### src/rtl/sector_cache_tag_controller_core_assert.svh
// Assertion macros used by the back end of the sector cache tag controller.
`ifndef SECTOR_CACHE_TAG_CONTROLLER_CORE_ASSERT_SVH
`define SECTOR_CACHE_TAG_CONTROLLER_CORE_ASSERT_SVH

// Check a consequence in the same cycle; expects clk and rst_n in scope.
`define SCC_ASSERT_NOW(lbl, ante, cons) \
  lbl: assert property (@(posedge clk) disable iff (!rst_n) (ante) |-> (cons)) \
    else $error("scc assertion failed");

// Check a consequence in the following cycle; expects clk and rst_n in scope.
`define SCC_ASSERT_NEXT(lbl, ante, cons) \
  lbl: assert property (@(posedge clk) disable iff (!rst_n) (ante) |=> (cons)) \
    else $error("scc assertion failed");

`endif

### src/rtl/scc_pkg.sv
// Shared types and constants of the sector cache tag controller.
package scc_pkg;

  localparam int unsigned CACHE_SLOTS_DEF = 16;
  localparam int unsigned MAX_RESULTS     = 16;
  localparam int unsigned SECTOR_W        = 32;
  localparam int unsigned SLOT_W          = 4;
  localparam int unsigned OPCODE_W        = 2;
  localparam int unsigned QUEUE_DEPTH     = 2;

  localparam logic [OPCODE_W-1:0] OP_READ  = 2'd0;
  localparam logic [OPCODE_W-1:0] OP_WRITE = 2'd1;
  localparam logic [OPCODE_W-1:0] OP_SYNC  = 2'd2;

  typedef enum logic [1:0] {
    REQ_READ,
    REQ_WRITE,
    REQ_SYNC
  } req_kind_t;

  typedef struct packed {
    req_kind_t             kind;
    logic [SECTOR_W-1:0]   sector;
  } req_t;

  typedef struct packed {
    logic valid;
    req_t req;
  } q_head_t;

  typedef enum logic [2:0] {
    ST_IDLE,
    ST_LOOK,
    ST_DRAIN,
    ST_RESOLVE,
    ST_SYNC_SCAN,
    ST_SYNC_EMIT
  } back_state_t;

endpackage

### src/rtl/scc_ram.sv
// Generic single-port RAM with registered read.
module scc_ram #(
  parameter int unsigned WIDTH = 32,
  parameter int unsigned DEPTH = 16,
  localparam int unsigned AW = (DEPTH > 1) ? $clog2(DEPTH) : 1
) (
  input  logic             clk,
  input  logic             we,
  input  logic             re,
  input  logic [AW-1:0]    addr,
  input  logic [WIDTH-1:0] wdata,
  output logic [WIDTH-1:0] rdata
);

  logic [WIDTH-1:0] mem [DEPTH];
  logic [WIDTH-1:0] rdata_r;

  always_ff @(posedge clk) begin
    if (we) begin
      mem[addr] <= wdata;
    end
    if (re) begin
      rdata_r <= mem[addr];
    end
  end

  assign rdata = rdata_r;

endmodule

### src/rtl/scc_front.sv
// Request front end: accept, classify and queue requests for the back end.
module scc_front import scc_pkg::*; (
  input  logic                clk,
  input  logic                rst_n,
  input  logic                in_valid,
  output logic                in_ready,
  input  logic [OPCODE_W-1:0] in_opcode,
  input  logic [SECTOR_W-1:0] in_sector,
  output q_head_t             head,
  input  logic                pop
);

  localparam int unsigned PW = (QUEUE_DEPTH > 1) ? $clog2(QUEUE_DEPTH) : 1;
  localparam int unsigned CW = $clog2(QUEUE_DEPTH + 1);

  req_t          q_r [QUEUE_DEPTH];
  logic [PW-1:0] wr_ptr_r, wr_ptr_nxt;
  logic [PW-1:0] rd_ptr_r, rd_ptr_nxt;
  logic [CW-1:0] count_r, count_nxt;
  logic          known;
  req_kind_t     kind;
  logic          accept;
  logic          push;
  logic          do_pop;

  always_comb begin
    known = 1'b1;
    kind  = REQ_READ;
    case (in_opcode)
      OP_READ:  kind = REQ_READ;
      OP_WRITE: kind = REQ_WRITE;
      OP_SYNC:  kind = REQ_SYNC;
      default:  known = 1'b0;
    endcase
  end

  assign in_ready = (count_r != CW'(QUEUE_DEPTH));
  assign accept   = in_valid && in_ready;
  // drop unused opcodes at the door
  assign push     = accept && known;
  assign do_pop   = pop && (count_r != '0);

  always_comb begin
    wr_ptr_nxt = wr_ptr_r;
    rd_ptr_nxt = rd_ptr_r;
    count_nxt  = count_r;
    if (push) begin
      wr_ptr_nxt = (wr_ptr_r == PW'(QUEUE_DEPTH - 1)) ? '0 : wr_ptr_r + 1'b1;
    end
    if (do_pop) begin
      rd_ptr_nxt = (rd_ptr_r == PW'(QUEUE_DEPTH - 1)) ? '0 : rd_ptr_r + 1'b1;
    end
    if (push && !do_pop) begin
      count_nxt = count_r + 1'b1;
    end else if (!push && do_pop) begin
      count_nxt = count_r - 1'b1;
    end
  end

  always_ff @(posedge clk) begin
    if (!rst_n) begin
      wr_ptr_r <= '0;
      rd_ptr_r <= '0;
      count_r  <= '0;
    end else begin
      wr_ptr_r <= wr_ptr_nxt;
      rd_ptr_r <= rd_ptr_nxt;
      count_r  <= count_nxt;
    end
  end

  always_ff @(posedge clk) begin
    if (push) begin
      q_r[wr_ptr_r] <= '{kind: kind, sector: in_sector};
    end
  end

  assign head.valid = (count_r != '0);
  assign head.req   = q_r[rd_ptr_r];

endmodule

### src/rtl/scc_back.sv
// Request back end: tag scan, victim choice, sync walk and result register.
`include "sector_cache_tag_controller_core_assert.svh"

module scc_back import scc_pkg::*; #(
  parameter int unsigned CACHE_SLOTS = CACHE_SLOTS_DEF
) (
  input  logic                clk,
  input  logic                rst_n,
  input  q_head_t             head,
  output logic                pop,
  output logic                out_valid,
  input  logic                out_ready,
  output logic [SLOT_W-1:0]   out_slot,
  output logic                out_hit,
  output logic                out_write_back,
  output logic [SECTOR_W-1:0] out_victim_sector,
  output logic                out_fetch,
  output logic                out_last
);

  localparam int unsigned IW  = (CACHE_SLOTS > 1) ? $clog2(CACHE_SLOTS) : 1;
  localparam int unsigned CW  = $clog2(CACHE_SLOTS + 1);
  localparam int unsigned NRW = $clog2(MAX_RESULTS + 1);

  back_state_t          state_r, state_nxt;
  req_kind_t            kind_r;
  logic [SECTOR_W-1:0]  sector_r;
  logic [CW-1:0]        cnt_r;
  logic [IW-1:0]        cnt_idx;
  logic                 cmp_valid_r;
  logic [IW-1:0]        cmp_idx_r;
  logic                 found_r;
  logic [IW-1:0]        match_r;
  logic                 free_found_r;
  logic [IW-1:0]        lfree_r;
  logic [IW-1:0]        hfree_r;
  logic [SECTOR_W-1:0]  tag0_r;
  logic [NRW-1:0]       nres_r;
  logic [CACHE_SLOTS-1:0] slot_valid_r;
  logic [CACHE_SLOTS-1:0] slot_dirty_r;

  logic                 out_valid_r;
  logic [SLOT_W-1:0]    out_slot_r;
  logic                 out_hit_r;
  logic                 out_write_back_r;
  logic [SECTOR_W-1:0]  out_victim_r;
  logic                 out_fetch_r;
  logic                 out_last_r;

  logic                 out_free;
  logic                 look_issue;
  logic                 res_fire;
  logic                 sync_fire;
  logic                 sync_issue;
  logic                 scan_done;
  logic                 ram_we;
  logic                 ram_re;
  logic [IW-1:0]        ram_addr;
  logic [SECTOR_W-1:0]  ram_rdata;

  logic [IW-1:0]        sel_idx;
  logic                 sel_wb;
  logic [SECTOR_W-1:0]  sel_victim;
  logic [CACHE_SLOTS-1:0] vd;
  logic [CACHE_SLOTS-1:0] vd_above;
  logic                 sync_last;
  logic [IW+SLOT_W-1:0] sel_wide;
  logic [IW+SLOT_W-1:0] cnt_wide;

  assign cnt_idx   = cnt_r[IW-1:0];
  assign out_free  = !out_valid_r || out_ready;
  assign vd        = slot_valid_r & slot_dirty_r;
  assign vd_above  = (vd >> cnt_idx) >> 1;
  assign sync_last = !(|vd_above) || (nres_r == NRW'(MAX_RESULTS - 1));
  assign scan_done = (cnt_r == CW'(CACHE_SLOTS)) || (nres_r == NRW'(MAX_RESULTS));

  // next state
  always_comb begin
    state_nxt = state_r;
    case (state_r)
      ST_IDLE: begin
        if (head.valid) begin
          state_nxt = (head.req.kind == REQ_SYNC) ? ST_SYNC_SCAN : ST_LOOK;
        end
      end
      ST_LOOK: begin
        if (cnt_r == CW'(CACHE_SLOTS - 1)) begin
          state_nxt = ST_DRAIN;
        end
      end
      ST_DRAIN: state_nxt = ST_RESOLVE;
      ST_RESOLVE: begin
        if (out_free) begin
          state_nxt = ST_IDLE;
        end
      end
      ST_SYNC_SCAN: begin
        if (scan_done) begin
          state_nxt = ST_IDLE;
        end else if (vd[cnt_idx]) begin
          state_nxt = ST_SYNC_EMIT;
        end
      end
      ST_SYNC_EMIT: begin
        if (out_free) begin
          state_nxt = ST_SYNC_SCAN;
        end
      end
      default: state_nxt = ST_IDLE;
    endcase
  end

  // outputs of the sequencer
  always_comb begin
    pop        = 1'b0;
    look_issue = 1'b0;
    res_fire   = 1'b0;
    sync_fire  = 1'b0;
    sync_issue = 1'b0;
    case (state_r)
      ST_IDLE:      pop        = head.valid;
      ST_LOOK:      look_issue = 1'b1;
      ST_DRAIN:     look_issue = 1'b0;
      ST_RESOLVE:   res_fire   = out_free;
      ST_SYNC_SCAN: sync_issue = !scan_done && vd[cnt_idx];
      ST_SYNC_EMIT: sync_fire  = out_free;
      default:      pop        = 1'b0;
    endcase
  end

  // victim selection for a lookup
  always_comb begin
    if (found_r) begin
      sel_idx = match_r;
    end else if (free_found_r) begin
      sel_idx = (kind_r == REQ_READ) ? lfree_r : hfree_r;
    end else begin
      sel_idx = '0;
    end
    // a dirty victim can only be slot zero, when no slot is free
    sel_wb     = !found_r && slot_valid_r[sel_idx] && slot_dirty_r[sel_idx];
    sel_victim = sel_wb ? tag0_r : '0;
  end

  assign sel_wide = (IW + SLOT_W)'(sel_idx);
  assign cnt_wide = (IW + SLOT_W)'(cnt_idx);

  assign ram_re   = look_issue || sync_issue;
  assign ram_we   = res_fire && !found_r;
  assign ram_addr = ram_we ? sel_idx : cnt_idx;

  scc_ram #(
    .WIDTH (SECTOR_W),
    .DEPTH (CACHE_SLOTS)
  ) u_tag_ram (
    .clk   (clk),
    .we    (ram_we),
    .re    (ram_re),
    .addr  (ram_addr),
    .wdata (sector_r),
    .rdata (ram_rdata)
  );

  always_ff @(posedge clk) begin
    if (!rst_n) begin
      state_r      <= ST_IDLE;
      slot_valid_r <= '0;
      slot_dirty_r <= '0;
      out_valid_r  <= 1'b0;
      cmp_valid_r  <= 1'b0;
    end else begin
      state_r     <= state_nxt;
      cmp_valid_r <= look_issue;
      if (res_fire) begin
        slot_valid_r[sel_idx] <= 1'b1;
        if (found_r) begin
          if (kind_r == REQ_WRITE) begin
            slot_dirty_r[sel_idx] <= 1'b1;
          end
        end else begin
          slot_dirty_r[sel_idx] <= (kind_r == REQ_WRITE);
        end
      end
      if (sync_fire) begin
        slot_dirty_r[cnt_idx] <= 1'b0;
      end
      if (res_fire || sync_fire) begin
        out_valid_r <= 1'b1;
      end else if (out_ready) begin
        out_valid_r <= 1'b0;
      end
    end
  end

  always_ff @(posedge clk) begin
    if (pop) begin
      kind_r       <= head.req.kind;
      sector_r     <= head.req.sector;
      cnt_r        <= '0;
      found_r      <= 1'b0;
      free_found_r <= 1'b0;
      nres_r       <= '0;
    end
    if (look_issue) begin
      cnt_r <= cnt_r + 1'b1;
      if (!slot_valid_r[cnt_idx]) begin
        if (!free_found_r) begin
          lfree_r <= cnt_idx;
        end
        hfree_r      <= cnt_idx;
        free_found_r <= 1'b1;
      end
    end
    if (cmp_valid_r) begin
      if (slot_valid_r[cmp_idx_r] && (ram_rdata == sector_r) && !found_r) begin
        found_r <= 1'b1;
        match_r <= cmp_idx_r;
      end
      if (cmp_idx_r == '0) begin
        tag0_r <= ram_rdata;
      end
    end
    cmp_idx_r <= cnt_idx;
    if (state_r == ST_SYNC_SCAN && !scan_done && !vd[cnt_idx]) begin
      cnt_r <= cnt_r + 1'b1;
    end
    if (sync_fire) begin
      cnt_r  <= cnt_r + 1'b1;
      nres_r <= nres_r + 1'b1;
    end
    if (res_fire) begin
      out_slot_r       <= sel_wide[SLOT_W-1:0];
      out_hit_r        <= found_r;
      out_write_back_r <= sel_wb;
      out_victim_r     <= sel_victim;
      out_fetch_r      <= !found_r && (kind_r == REQ_READ);
      out_last_r       <= 1'b1;
    end
    if (sync_fire) begin
      out_slot_r       <= cnt_wide[SLOT_W-1:0];
      out_hit_r        <= 1'b0;
      out_write_back_r <= 1'b1;
      out_victim_r     <= ram_rdata;
      out_fetch_r      <= 1'b0;
      out_last_r       <= sync_last;
    end
  end

  assign out_valid         = out_valid_r;
  assign out_slot          = out_slot_r;
  assign out_hit           = out_hit_r;
  assign out_write_back    = out_write_back_r;
  assign out_victim_sector = out_victim_r;
  assign out_fetch         = out_fetch_r;
  assign out_last          = out_last_r;

  `SCC_ASSERT_NOW(a_fire_needs_room, res_fire || sync_fire, !out_valid_r || out_ready)
  `SCC_ASSERT_NOW(a_sync_slot_dirty, sync_fire, slot_valid_r[cnt_idx] && slot_dirty_r[cnt_idx])
  `SCC_ASSERT_NEXT(a_valid_never_drops, 1'b1, $countones(slot_valid_r) >= $countones($past(slot_valid_r)))
  `SCC_ASSERT_NEXT(a_lookup_fills_slot, res_fire, slot_valid_r != '0)

endmodule

### src/rtl/sector_cache_tag_controller_core.sv
// Top level of the sector cache tag controller.
// Usage:
//   Requests enter on in_valid/in_ready with in_opcode (read, write, sync)
//   and in_sector. Unused opcodes are accepted and dropped.
//   Results leave on out_valid/out_ready: one per read or write, one per
//   dirty slot written back by a sync (at most sixteen), out_last on the
//   final result of a request; a sync with nothing dirty gives none.
//   A two-entry request queue separates the front end from the back end,
//   so requests are taken while a result waits in the output register.
//   A read or write scans every tag in the tag RAM, one slot per cycle,
//   then a drain and a resolve state register its result.
//   A sync walks the slots one per cycle and, on each dirty slot, waits
//   in an emit state until the output register is free.
//   The tag RAM read port sets this rate; one request is worked at a time.
//   Reset (rst_n low, synchronous) empties the queue, marks every slot
//   invalid and clean and drops any pending result; no clearing pass runs.
//   When out_ready is low, the result holds and the back end stalls when
//   it has one to give; the queue keeps taking requests until it is full.
module sector_cache_tag_controller_core import scc_pkg::*; #(
  parameter int unsigned CACHE_SLOTS = CACHE_SLOTS_DEF
) (
  input  logic                clk,
  input  logic                rst_n,
  input  logic                in_valid,
  output logic                in_ready,
  input  logic [OPCODE_W-1:0] in_opcode,
  input  logic [SECTOR_W-1:0] in_sector,
  output logic                out_valid,
  input  logic                out_ready,
  output logic [SLOT_W-1:0]   out_slot,
  output logic                out_hit,
  output logic                out_write_back,
  output logic [SECTOR_W-1:0] out_victim_sector,
  output logic                out_fetch,
  output logic                out_last
);

  q_head_t head;
  logic    pop;

  scc_front u_front (
    .clk       (clk),
    .rst_n     (rst_n),
    .in_valid  (in_valid),
    .in_ready  (in_ready),
    .in_opcode (in_opcode),
    .in_sector (in_sector),
    .head      (head),
    .pop       (pop)
  );

  scc_back #(
    .CACHE_SLOTS (CACHE_SLOTS)
  ) u_back (
    .clk               (clk),
    .rst_n             (rst_n),
    .head              (head),
    .pop               (pop),
    .out_valid         (out_valid),
    .out_ready         (out_ready),
    .out_slot          (out_slot),
    .out_hit           (out_hit),
    .out_write_back    (out_write_back),
    .out_victim_sector (out_victim_sector),
    .out_fetch         (out_fetch),
    .out_last          (out_last)
  );

endmodule
### config.mk
export PLATFORM = sky130hd
export DESIGN_NAME = sector_cache_tag_controller_core
export DESIGN_NICKNAME = d
export VERILOG_FILES = /design/src/rtl/scc_pkg.sv /design/src/rtl/scc_ram.sv /design/src/rtl/scc_front.sv /design/src/rtl/scc_back.sv /design/src/rtl/sector_cache_tag_controller_core.sv
export VERILOG_INCLUDE_DIRS = /design/src /design/src/rtl
export SDC_FILE = /design/constraint.sdc
export NUM_CORES = 1
export LEC_CHECK = 0
export ABC_AREA = 1
export BUFFER_PORTS_ARGS = -buffer_cell sky130_fd_sc_hd__buf_4
export CAP_MARGIN = 10
export CORE_UTILIZATION = 60
export DETAILED_ROUTE_END_ITERATION = 8
export PLACE_DENSITY = 0.76
export SLEW_MARGIN = 20
export SYNTH_ARGS = -nofsm -noshare
export SYNTH_HDL_FRONTEND = slang
export SYNTH_SLANG_ARGS = --single-unit
### constraint.sdc
create_clock -name clk -period 5.2 [get_ports clk]
set_clock_uncertainty 0.1 [all_clocks]
set_input_delay 0.78 -clock clk [delete_from_list [all_inputs] [get_ports clk]]
set_output_delay 0.78 -clock clk [all_outputs]
set_load 0.1 [all_outputs]
-- After elaboration in Yosys (flattened, before gate mapping)
Memory sizes are Yosys's and may differ from the RTL's. A register that Yosys moved wholly into a read port is not among the register bits.
Index checks and enable logic that the tools add are counted.
- register bits after elaboration: 175
- bits in read-only memories: 0
- memories kept: 2
- bits in writable memories: 580
- output and inout bits: 42
- latch bits: 0
- input port bits: 38
- $mul: 0
- equal/unequal tests: 20
- muxes and demuxes: 69
- add/subtract/negate cells: 6
- $lt $le $gt $ge: 5
- reductions and logical operators: 45
- bitwise operators: 7
- shift operators: 1
- div/mod/pow operators: 0
- memory list (name ; depth ; width ; rd ports ; clocked after memory_dff ; wr ports ; RTL line ; RTL):
    u_back.u_tag_ram.mem ; 16 ; 32 ; 1 ; 1 ; 1 ; scc_ram.sv:15 ; logic [WIDTH-1:0] mem [DEPTH];
    u_front.q_r ; 2 ; 34 ; 1 ; 1 ; 1 ; scc_front.sv:16 ; req_t q_r [QUEUE_DEPTH];
- operator list (operator ; number):
    2-to-1 mux 32 bit ; 3
    2-to-1 mux 16 bit ; 5
    AND 16 bit ; 2
    == test 32 bit ; 1
    bitwise OR 16 bit ; 2
    2-to-1 mux 1 bit ; 31
    2-to-1 mux 5 bit ; 5
    2-to-1 mux 4 bit ; 6
    2-to-1 mux 3 bit ; 7
    binary-select mux 1 bit (select 4 bit) ; 5
    case mux 3 bit (6 select lines) ; 1
    bitwise mux 16 bit ; 1
    logical AND 1 bit ; 16
    inverter 16 bit ; 1
    >> shifter 16 x 4 -> 16 bit ; 1
    less-than comparator 4 x 5 -> 1 bit (second input constant) ; 3
    OR reduction 15 bit ; 1
    adder 5 x 1 -> 5 bit (second input constant) ; 2
    == test 5 x 4 -> 1 bit (second input constant) ; 2
    == test 5 bit (second input constant) ; 2
    nonzero test 2 bit ; 5
    demux 1 bit (select 4 bit) ; 2
    greater-or-equal comparator 4 x 1 -> 1 bit (second input constant) ; 2
    inequality test 2 x 1 -> 1 bit (second input constant) ; 4
    23 further kinds ; 43

-- Longest topological paths before layout
Gate-level depths: netlist of the first run.
- depth in word-level cells: 15
- depth in mapped cells: 15
- mapped depth without buffers: 13

-- By module
Synthesis of the first run repeated with hierarchy kept, for this count alone.
- cells, all modules: 3333
- area, all modules: 34279.1 sq um
- modules (own cells, without submodules) (module ; area an instance (sq um) ; cells an instance ; instances):
    scc_ram ; 22534.1 ; 2113 ; 1
    scc_back ; 8868.5 ; 1071 ; 1
    scc_front ; 2876.5 ; 149 ; 1

-- Least setup slack after synthesis of the first run
No wires, ideal clock.
- kind: register to register
- from: register u_back.out_valid_r (netlist: u_back.out_valid)
- to: memory u_back.u_tag_ram.mem[5][0] (enable)
- arrival time: 3799 ps
- setup slack: 880 ps
- cell stages (with the launch flop): 13
- library setup time: 421 ps
- clock period less this slack: 4320 ps
- data required time: 4679 ps
- buffers on the path: 2
- cells stage by stage: dfxtp_1 > inv_1 > nor2_1 > nor2_4 > nand2_1 > buf_6 > nand2_1 > o21ai_1 > inv_1 > nor2_2 > buf_1 > inv_1 > nor2_1
- longest elaborated chain between the ends: 6
- elaborated cells on any way between the ends: 7
- those cells by class: mux (4); reduce/logical (3)
- ends and longest elaborated chain (element ; RTL line ; RTL):
    from (decl) ; scc_back.sv:42 ; logic out_valid_r;
    from (signal assigned) ; scc_back.sv:169 ; out_valid_r <= 1'b0;
    from (signal assigned) ; scc_back.sv:188 ; out_valid_r <= 1'b1;
    from (signal assigned) ; scc_back.sv:190 ; out_valid_r <= 1'b0;
    zero test 1 bit (*) ; scc_back.sv:71 ; assign out_free = !out_valid_r || out_ready;
    logical OR 1 bit (*) ; scc_back.sv:71 ;
    2-to-1 mux 1 bit (*) ; scc_back.sv:120 ; case (state_r)
    logical AND 1 bit (*) ; scc_back.sv:149 ; assign ram_we = res_fire && !found_r;
    2-to-1 mux 1 bit ; scc_ram.sv:19 ; if (we) begin
    2-to-1 mux 1 bit (implied by the code) ; scc_ram.sv:20 ; mem[addr] <= wdata;
    to (decl) ; scc_ram.sv:15 ;
Every way passes the cells marked *; elsewhere a longest branch is shown, timed or not.

-- Worst setup path after layout of the first run
- from: register u_back.found_r
- to: register u_back.out_victim_r[22] (netlist: u_back.out_victim_sector[22]) (data pin)
- longest elaborated chain between the ends: 8
- elaborated cells on any way between the ends: 11
- those cells by class: mux (8); reduce/logical (3)
- ends and longest elaborated chain (element ; RTL line ; RTL):
    from (decl) ; scc_back.sv:32 ; logic found_r;
    from (signal assigned) ; scc_back.sv:200 ; found_r <= 1'b0;
    from (signal assigned) ; scc_back.sv:216 ; found_r <= 1'b1;
    2-to-1 mux 4 bit ; scc_back.sv:133 ; if (found_r) begin
    binary-select mux 1 bit (select 4 bit) ; scc_back.sv:141 ; sel_wb = !found_r && slot_valid_r[sel_idx] && slot_dirty_r[sel_idx];
    2-to-1 mux 1 bit (implied by the code) ; scc_back.sv:141 ;
    logical AND 1 bit ; scc_back.sv:141 ;
    logical AND 1 bit (*) ; scc_back.sv:141 ;
    2-to-1 mux 32 bit (*) ; scc_back.sv:142 ; sel_victim = sel_wb ? tag0_r : '0;
    2-to-1 mux 32 bit (*) ; scc_back.sv:231 ; if (res_fire) begin
    2-to-1 mux 32 bit (*) ; scc_back.sv:239 ; if (sync_fire) begin
    to (signal assigned) ; scc_back.sv:235 ; out_victim_r <= sel_victim;
    to (signal assigned) ; scc_back.sv:243 ; out_victim_r <= ram_rdata;
    to (decl) ; scc_back.sv:46 ; logic [SECTOR_W-1:0] out_victim_r;
Every way passes the cells marked *; elsewhere a longest branch is shown, timed or not. The select of a mux whose other input is x is not followed.
A chain may end at the register's enable or synchronous reset.

==> impl_results.rst, run 1 <==
.. list-table::
   :header-rows: 1

   * - Metric
     - Value
   * - Classification of the worst setup path
     - flop to flop
   * - Post-synth top area cell
     - edfxtp_1
   * - Cell with the most instances after synthesis
     - nand2_1
   * - NumNets Final
     - 2,877
   * - Worst slew pin tran
     - 1030 ps
   * - Dominant combinational cell family by area after synthesis
     - simple AND/OR/NAND/NOR gates
   * - Maximum clock frequency
     - 262 MHz
   * - Mean Syn Cell Area
     - 11.5 um^2
   * - Final Hold Fails
     - 0
   * - Total vias in the final route
     - 21,100
   * - Maximum count of clock buffers along a single path
     - 3
   * - Non-Filler Instances
     - 3,569
   * - Minimum clock period after layout
     - 3810 ps
   * - Detailed-route wire length
     - 78.8 mm
   * - Static Leakage
     - 13.2 nW
   * - Reg clk slew, reported paths
     - 60 ps
   * - Cell with the largest stage delay on the worst path
     - nand3_1
   * - Number of placement rows
     - 83
   * - Setup repair bufs after CTS
     - 0
   * - Area of the multi-input gates
     - 0.00758 mm^2
   * - Outcome
     - completed
   * - Area of all sequential standard cells
     - 0.0232 mm^2
   * - Width of the die
     - 231 um
   * - Critical path fanouts, max
     - 33
   * - RSZ-0062 raised after global routing
     - no
   * - Synth Register Bits
     - 788
   * - Netlist area before placement
     - 0.0316 mm^2
   * - Later-pin clock latency in the skew report
     - 630 ps
   * - Share of synthesized cell area in and, or, nand and nor gates
     - 0.172
   * - Number of diodes
     - 0
   * - Delay of the slowest cell on the worst path
     - 720 ps
   * - Number of distinct library cell variants in the gate-level netlist after synthesis
     - 39
   * - Commonest register cell after synthesis
     - edfxtp_1
   * - Final instance area
     - 0.0356 mm^2
   * - Period utilisation layout
     - 0.733
   * - Nature of the critical path endpoint
     - flop
   * - Sequential share of power
     - 0.446
   * - Die height
     - 231 um
   * - Final Total Pwr
     - 20.6 mW
   * - Number of flops mapped to enable cells by yosys
     - 737
   * - Top cells by instance count after synthesis
     - 1,102 x nand2_1, 737 x edfxtp_1, 116 x nand3_1
   * - Detail Placement HPWL
     - 45.7 mm
   * - Required time of the worst setup path
     - 5520 ps
   * - Accumulated negative setup slack
     - 0 ps
   * - XOR/XNOR share of the synthesized area
     - 0.00554
   * - Final estimated routing congestion in global placement
     - 0.944
   * - Initial antenna violation count
     - 2
   * - Net Switching
     - 7.68 mW
   * - H-tree lvl count
     - 3
   * - CP arrival
     - 4130 ps
   * - Yosys Warn Count
     - 0
   * - Int Pwr
     - 13.0 mW
   * - Remaining design rule violation count
     - 0
   * - P&R area growth vs syn
     - 12.7%
   * - Number of maximum-capacitance constraint violations
     - 0
   * - Portion of total power attributed to combinational logic
     - 0.285
   * - Sequential share of the synthesized area
     - 0.733
   * - Synthesized net count
     - 2,793
   * - Clock root cell
     - clkbuf_16
   * - Number of buffers added by the clock tree synthesis step
     - 78
   * - Share of final-layout standard cells stronger than drive strength 1
     - 0.0938
   * - First-iteration detailed-routing DRC count
     - 2,548
   * - Number of buffers inserted by port buffering
     - 79
   * - Dpl ws
     - 1300 ps
   * - Number of pins exceeding their max-slew limit in the final report
     - 0
   * - Synthesized-area fraction occupied by ao, oa, aoi and oai cells
     - 0.0535
   * - Power density over the cells
     - 580 mW/mm^2
   * - Total iterations of the first detailed-routing run
     - 6
   * - Placed inst area
     - 0.0331 mm^2
   * - Post-DR vias/cell
     - 5.90
   * - Gate family responsible for the most delay along the worst path
     - simple AND/OR/NAND/NOR gates
   * - Worst path setup slack after routing
     - 1390 ps
   * - Largest net degree at the start of global routing
     - 129
   * - Vias in the first global route
     - 20,400
   * - Clock share of power
     - 0.269
   * - Average wire per standard cell
     - 22.1 um
   * - Core Box Area
     - 0.0517 mm^2
   * - Leading cell types by total area after synthesis
     - edfxtp_1 70%, nand2_1 13%, dfxtp_1 3.2%
   * - Startpoint Class
     - flop
   * - Type of the worst min-delay path
     - input pin to flop
   * - Yosys top cell area share
     - 0.700
   * - Number of sinks driven by the clock tree
     - 788
   * - Gate Count Post-Synth
     - 2,746
   * - Hold buffer count at cts
     - 0
   * - Die area
     - 0.0536 mm^2
   * - Ordered cell list for the critical path
     - nor2_1 > nand3_1 > nand2_1 > inv_1 > nand3_1 > nand2_1 > nor2_1 > nor2_1 > nor2_1 > nand3_1 > o21ai_0
   * - Global router's overall resource usage
     - 0.301
   * - Number of setup violations in the final report
     - 0
   * - Effective utilization at floorplan
     - 0.611
   * - Post-Place Cells
     - 3,430
   * - Post-CTS sizing
     - 0
   * - Mux contribution to synthesized area
     - 0.000950
   * - Area share of fa/ha/maj cells after synthesis
     - 0.00356
   * - Fill cells
     - 3,626
   * - Async set or reset register ratio after synthesis
     - 0
   * - Buffering stage count on the worst path with inverters included
     - 1
   * - Clock tree from TritonCTS
     - yes
   * - Critical path's most frequent cell
     - nor2_1
   * - Total I/O pin count
     - 80
   * - Switching Share
     - 0.372
   * - Highest ir drop seen on vdd
     - 0.585 mV
   * - GRT overflow
     - 0
   * - First-pass GRT wire length
     - 119 mm
   * - Worst relative slew slack
     - 0.314
   * - Post-detailed-route count of antenna-violating nets
     - 0
flip-flops by register name, indices dropped and copies added, names as in the netlist, 16 cells and up, named ones only:
name	cells
u_back.tag0_r	32
u_back.slot_dirty_r	16
u_back.u_tag_ram.mem	512
u_front.q_r	68
u_back.slot_valid_r	16
u_back.u_tag_ram.rdata	32
u_back.sector_r	32
u_back.out_victim_sector	32
power by group through the flow:
stage / combinational [mW] / sequential (mW) / clock, mW
4_1_cts: 5.82 / 9.17 / 5.57
3_5_place_dp: 5.78 / 9.30 / 0
5_1_grt: 6.42 / 9.28 / 5.80
3_3_place_gp: 5.65 / 9.25 / 0
2_1_floorplan: 3.63 / 9.23 / 0
6_report: 5.89 / 9.21 / 5.54
cells in the final DEF, fill, tap and decap left out, types with 4 or more instances in the layout:
cell | netlist | final
nor2_1 | 99 | 84
dfxtp_1 | 51 | 51
nand2_1 | 1102 | 1101
clkbuf_1 | 57 | 16
o21ai_1 | 60 | 60
nand3_1 | 116 | 116
xnor2_1 | 6 | 6
clkinv_2 | 0 | 16
inv_1 | 106 | 106
bufinv_16 | 0 | 7
buf_4 | 8 | 117
a22oi_1 | 11 | 11
nand4_1 | 37 | 37
o21ai_0 | 107 | 106
clkinv_1 | 3 | 15
nor3_1 | 11 | 10
clkinvlp_4 | 0 | 4
o211ai_1 | 6 | 6
o22ai_1 | 5 | 5
ha_1 | 9 | 9
a211oi_1 | 5 | 5
nor2_4 | 2 | 15
buf_12 | 0 | 9
a21oi_1 | 109 | 108
clkbuf_16 | 0 | 81
edfxtp_1 | 737 | 737
xor2_1 | 14 | 14
routing by layer:
layer,wire (um),part of all wire,up-vias,GRT usage
li1,-,-,9582,-
met1,30200,0.38,10000,0.408
met2,36800,0.47,1240,0.473
met3,9200,0.12,188,0.0737
met4,2680,0.034,2,0.113
met5,13,0.00016,-,0
final cells by class:
cell class / instances / share of cell area
sequential: 788 / 0.650
multi-input combinational: 1720 / 0.213
tap: 680 / 0.0239
inverter: 116 / 0.0124
timing repair buffer: 126 / 0.0297
clock inverter: 41 / 0.0115
clock buffer: 98 / 0.0590
kinds of logic after synthesis:
| family | Yosys count |
|---|---|
| AO/OA/AOI/OAI | 314 |
| AND/OR/NAND/NOR | 1374 |
| multiplexers | 3 |
| buffers and inverters | 238 |
| XOR/XNOR | 20 |
| flip-flops | 788 |
| adder cells (fa/ha/maj) | 9 |
path summary, 6_finish.rpt:
check / from / endpoint / slack (ps) / cells past startpoint
setup / recovery: u_back.found_r / u_back.out_victim_sector[22] / 1390 / 11
hold / removal: in_sector[26] / u_front.q_r[1][26] / 240 / 1
setup reg to reg: u_back.found_r / u_back.out_victim_sector[22] / 1390 / 11
hold reg to reg: u_front.rd_ptr_r / u_front.rd_ptr_r / 360 / 1
per-stage QoR:
step                       util  hold slack [ps]
after floorplan               -              302
after global placement    0.640              332
after detailed placement  0.640              350
after CTS                 0.688              217
after global routing      0.688              220
final                     0.688              238
Power figures use the tool's default switching activity.
==> run 2: changes to the inputs <==
- ABC_AREA: 1 -> 0
- clock period: 5.2 -> 3.7 ns (I/O delays scaled with it)
==> run 2 against run 1 <==
Against the previous run: sequential share of layout area rose by 1.0 points; setup slack got worse by 880 ps; register-to-register slack got worse by 880 ps; count of clock-buffer cells in the layout fell by 1; combinational power rose by 8.1%; area after synthesis fell by 4.5%; critical path type unchanged; critical endpoint is now u_back.u_tag_ram.rdata[21]; highest routed layer unchanged.
==> impl_results.rst, run 2 <==
.. list-table::
   :header-rows: 1

   * - Metric
     - Value
   * - Outcome
     - completed
   * - Width of the die
     - 226 um
   * - Yosys top cell area share
     - 0.733
   * - First-iteration detailed-routing DRC count
     - 2,652
   * - Worst relative slew slack
     - 0.185
   * - Buffering stage count on the worst path with inverters included
     - 2
   * - Non-Filler Instances
     - 2,782
   * - Cell with the most instances after synthesis
     - edfxtp_1
   * - Largest reg by FF count
     - u_back.u_tag_ram.mem
   * - Share of the core filled with cells
     - 0.712
   * - Synth Register Bits
     - 788
   * - Min-delay src
     - in_sector[15]
   * - Initial antenna violation count
     - 4
   * - Minimum clock period after layout
     - 3190 ps
   * - Mean Syn Cell Area
     - 15.8 um^2
   * - CP arrival
     - 3440 ps
   * - Critical path's most frequent cell
     - a21oi_1
   * - Top cells by instance count after synthesis
     - 737 x edfxtp_1, 259 x a22oi_1, 184 x a21oi_1
   * - Reg-to-Reg Start
     - u_back.kind_r[0]
   * - Share of final-layout standard cells stronger than drive strength 1
     - 0.167
   * - Required time of the worst setup path
     - 3950 ps
   * - Number of buffers inserted by port buffering
     - 79
   * - Worst path setup slack after routing
     - 514 ps
   * - Later-pin clock latency in the skew report
     - 640 ps
   * - Vias in the first global route
     - 17,500
   * - Leading cell types by total area after synthesis
     - edfxtp_1 73%, a22oi_1 6.4%, dfxtp_1 3.4%
   * - Fill cells
     - 3,065
   * - First-pass GRT wire length
     - 109 mm
   * - Static Leakage
     - 11.4 nW
   * - Core Box Area
     - 0.0493 mm^2
   * - Number of maximum-capacitance constraint violations
     - 0
   * - Period utilisation layout
     - 0.861
   * - Async set or reset register ratio after synthesis
     - 0
   * - Nature of the critical path endpoint
     - flop
   * - Post-Place Cells
     - 2,613
   * - Number of pins exceeding their max-slew limit in the final report
     - 0
   * - Post-synth top area cell
     - edfxtp_1
   * - Startpoint of the worst setup timing path
     - u_back.kind_r[0]
   * - Detailed-route wire length
     - 75.3 mm
   * - Number of flops mapped to enable cells by yosys
     - 737
   * - Most common cell after layout, fill and taps aside
     - edfxtp_1
   * - Leading cell types in the layout, fill and taps excluded
     - 737 x edfxtp_1, 259 x a22oi_1, 184 x a21oi_1, 128 x buf_4, 117 x nand2_1
   * - Post-DR vias/cell
     - 6.64
   * - Dpl ws
     - 378 ps
   * - Detail Placement HPWL
     - 42.8 mm
   * - Commonest register cell after synthesis
     - edfxtp_1
   * - Total I/O pin count
     - 80
   * - Largest net degree at the start of global routing
     - 129
   * - Worst slew pin tran
     - 1220 ps
   * - Final Hold Fails
     - 0
   * - P&R area growth vs syn
     - 16.1%
   * - Setup repair bufs after CTS
     - 0
   * - Number of flip-flops in the largest register
     - 512
   * - Cell with the largest stage delay on the worst path
     - edfxtp_1
   * - Gate Count Post-Synth
     - 1,907
   * - Number of buffers added by the clock tree synthesis step
     - 78
   * - Accumulated negative setup slack
     - 0 ps
   * - Total vias in the final route
     - 18,500
   * - Global router's overall resource usage
     - 0.296
   * - Synthesized net count
     - 1,954
   * - Ordered cell list for the critical path
     - or3b_1 > a21oi_1 > inv_1 > a31oi_4 > buf_12 > a21oi_1 > or4_1
   * - Number of sinks driven by the clock tree
     - 788
   * - Startpoint Class
     - flop
   * - Critical path fanouts, max
     - 37
   * - Number of distinct library cell variants in the gate-level netlist after synthesis
     - 66
   * - Gate family responsible for the most delay along the worst path
     - simple AND/OR/NAND/NOR gates
   * - Remaining design rule violation count
     - 0
   * - Final estimated routing congestion in global placement
     - 0.950
   * - Die area
     - 0.0512 mm^2
   * - Netlist area before placement
     - 0.0302 mm^2
   * - Power density over the cells
     - 773 mW/mm^2
   * - Reg clk slew, reported paths
     - 60 ps
   * - Highest ir drop seen on vdd
     - 0.652 mV
   * - Average wire per standard cell
     - 27.1 um
   * - Number of placement rows
     - 81
   * - Yosys Warn Count
     - 0
   * - NumNets Final
     - 2,107
   * - Post-detailed-route count of antenna-violating nets
     - 0
   * - Effective utilization at floorplan
     - 0.613
   * - GRT overflow
     - 0
   * - Total iterations of the first detailed-routing run
     - 6
   * - RSZ-0062 raised after global routing
     - no
   * - Type of the worst min-delay path
     - input pin to flop
   * - H-tree lvl count
     - 3
   * - Maximum count of clock buffers along a single path
     - 3
   * - Maximum clock frequency
     - 314 MHz
   * - Clock tree from TritonCTS
     - yes
   * - Die height
     - 226 um
   * - Classification of the worst setup path
     - flop to flop
   * - Regs by FF count
     - u_back.u_tag_ram.mem: 512 flops, u_front.q_r: 68 flops
   * - Number of diodes
     - 0
   * - Delay of the slowest cell on the worst path
     - 540 ps
   * - Number of setup violations in the final report
     - 0
   * - Clock root cell
     - clkbuf_16
   * - Sequential share of the synthesized area
     - 0.767
[run 2: changes by cell type after synthesis, moves of 45 or more]
| cell | change |
|---|---|
| a21oi_1 | +75 |
| a22oi_1 | +248 |
| inv_1 | -95 |
| nand2_1 | -984 |
| nand3_1 | -103 |
| nor2_1 | -45 |
| o21ai_0 | -51 |
[run 2: cell families after synthesis]
kind of cell / synth area share
simple gates: 0.0521
buf+inv: 0.0176
compound gates: 0.123
mux: 0.0250
xor+xnor: 0.0113
flops: 0.767
fa+ha+maj: 0.00373
[run 2: layer usage]
layer	vias to the layer above	global-route usage	wire length [um]
met5	-	0	13
met1	9147	0.415	29500
met4	2	0.105	2140
met3	175	0.0568	7920
met2	1280	0.467	35600
li1	7875	-	-
[run 2: final timing paths]
path | to | slack (ps) | depth (start not counted)
worst min-delay path | u_front.q_r[0][15] | 50 | 1
worst max-delay path | u_back.u_tag_ram.rdata[21] | 510 | 7
worst min register to register | u_back.slot_dirty_r[12] | 400 | 2
worst max register to register | u_back.u_tag_ram.rdata[21] | 510 | 7
[run 2: layout make-up]
type                       instances  area (um^2)  share of cell area
sequential                       788        23200               0.661
multi-input combinational        994         6730               0.192
inverter                          13         48.8             0.00139
tap                              664          831              0.0237
clock buffer                      97         2090              0.0595
timing repair buffer             185         1790              0.0511
clock inverter                    41          418              0.0119
[run 2: through the flow]
stage	cell area [um^2]	hold slack (ps)	power [mW]
6_report	35100	47.3	27.1
5_1_grt	35100	22.6	27.9
4_1_cts	35100	16.5	27.0
3_5_place_dp	32200	376	19.3
3_3_place_gp	32200	375	19.1
2_1_floorplan	30200	281	16.5
[run 2: power by group]
group / internal, mW / leakage (nW) / switching, mW
sequential: 11.6 / 7.10 / 1.37
clock: 4.44 / 1.23 / 3.28
combinational: 2.19 / 3.02 / 4.19
total: 18.3 / 11.4 / 8.83
[run 2: repair_timing]
action,in CTS,in global routing
hold endpoints to repair,61,0
hold buffers,31,0
gates resized for setup,0,0
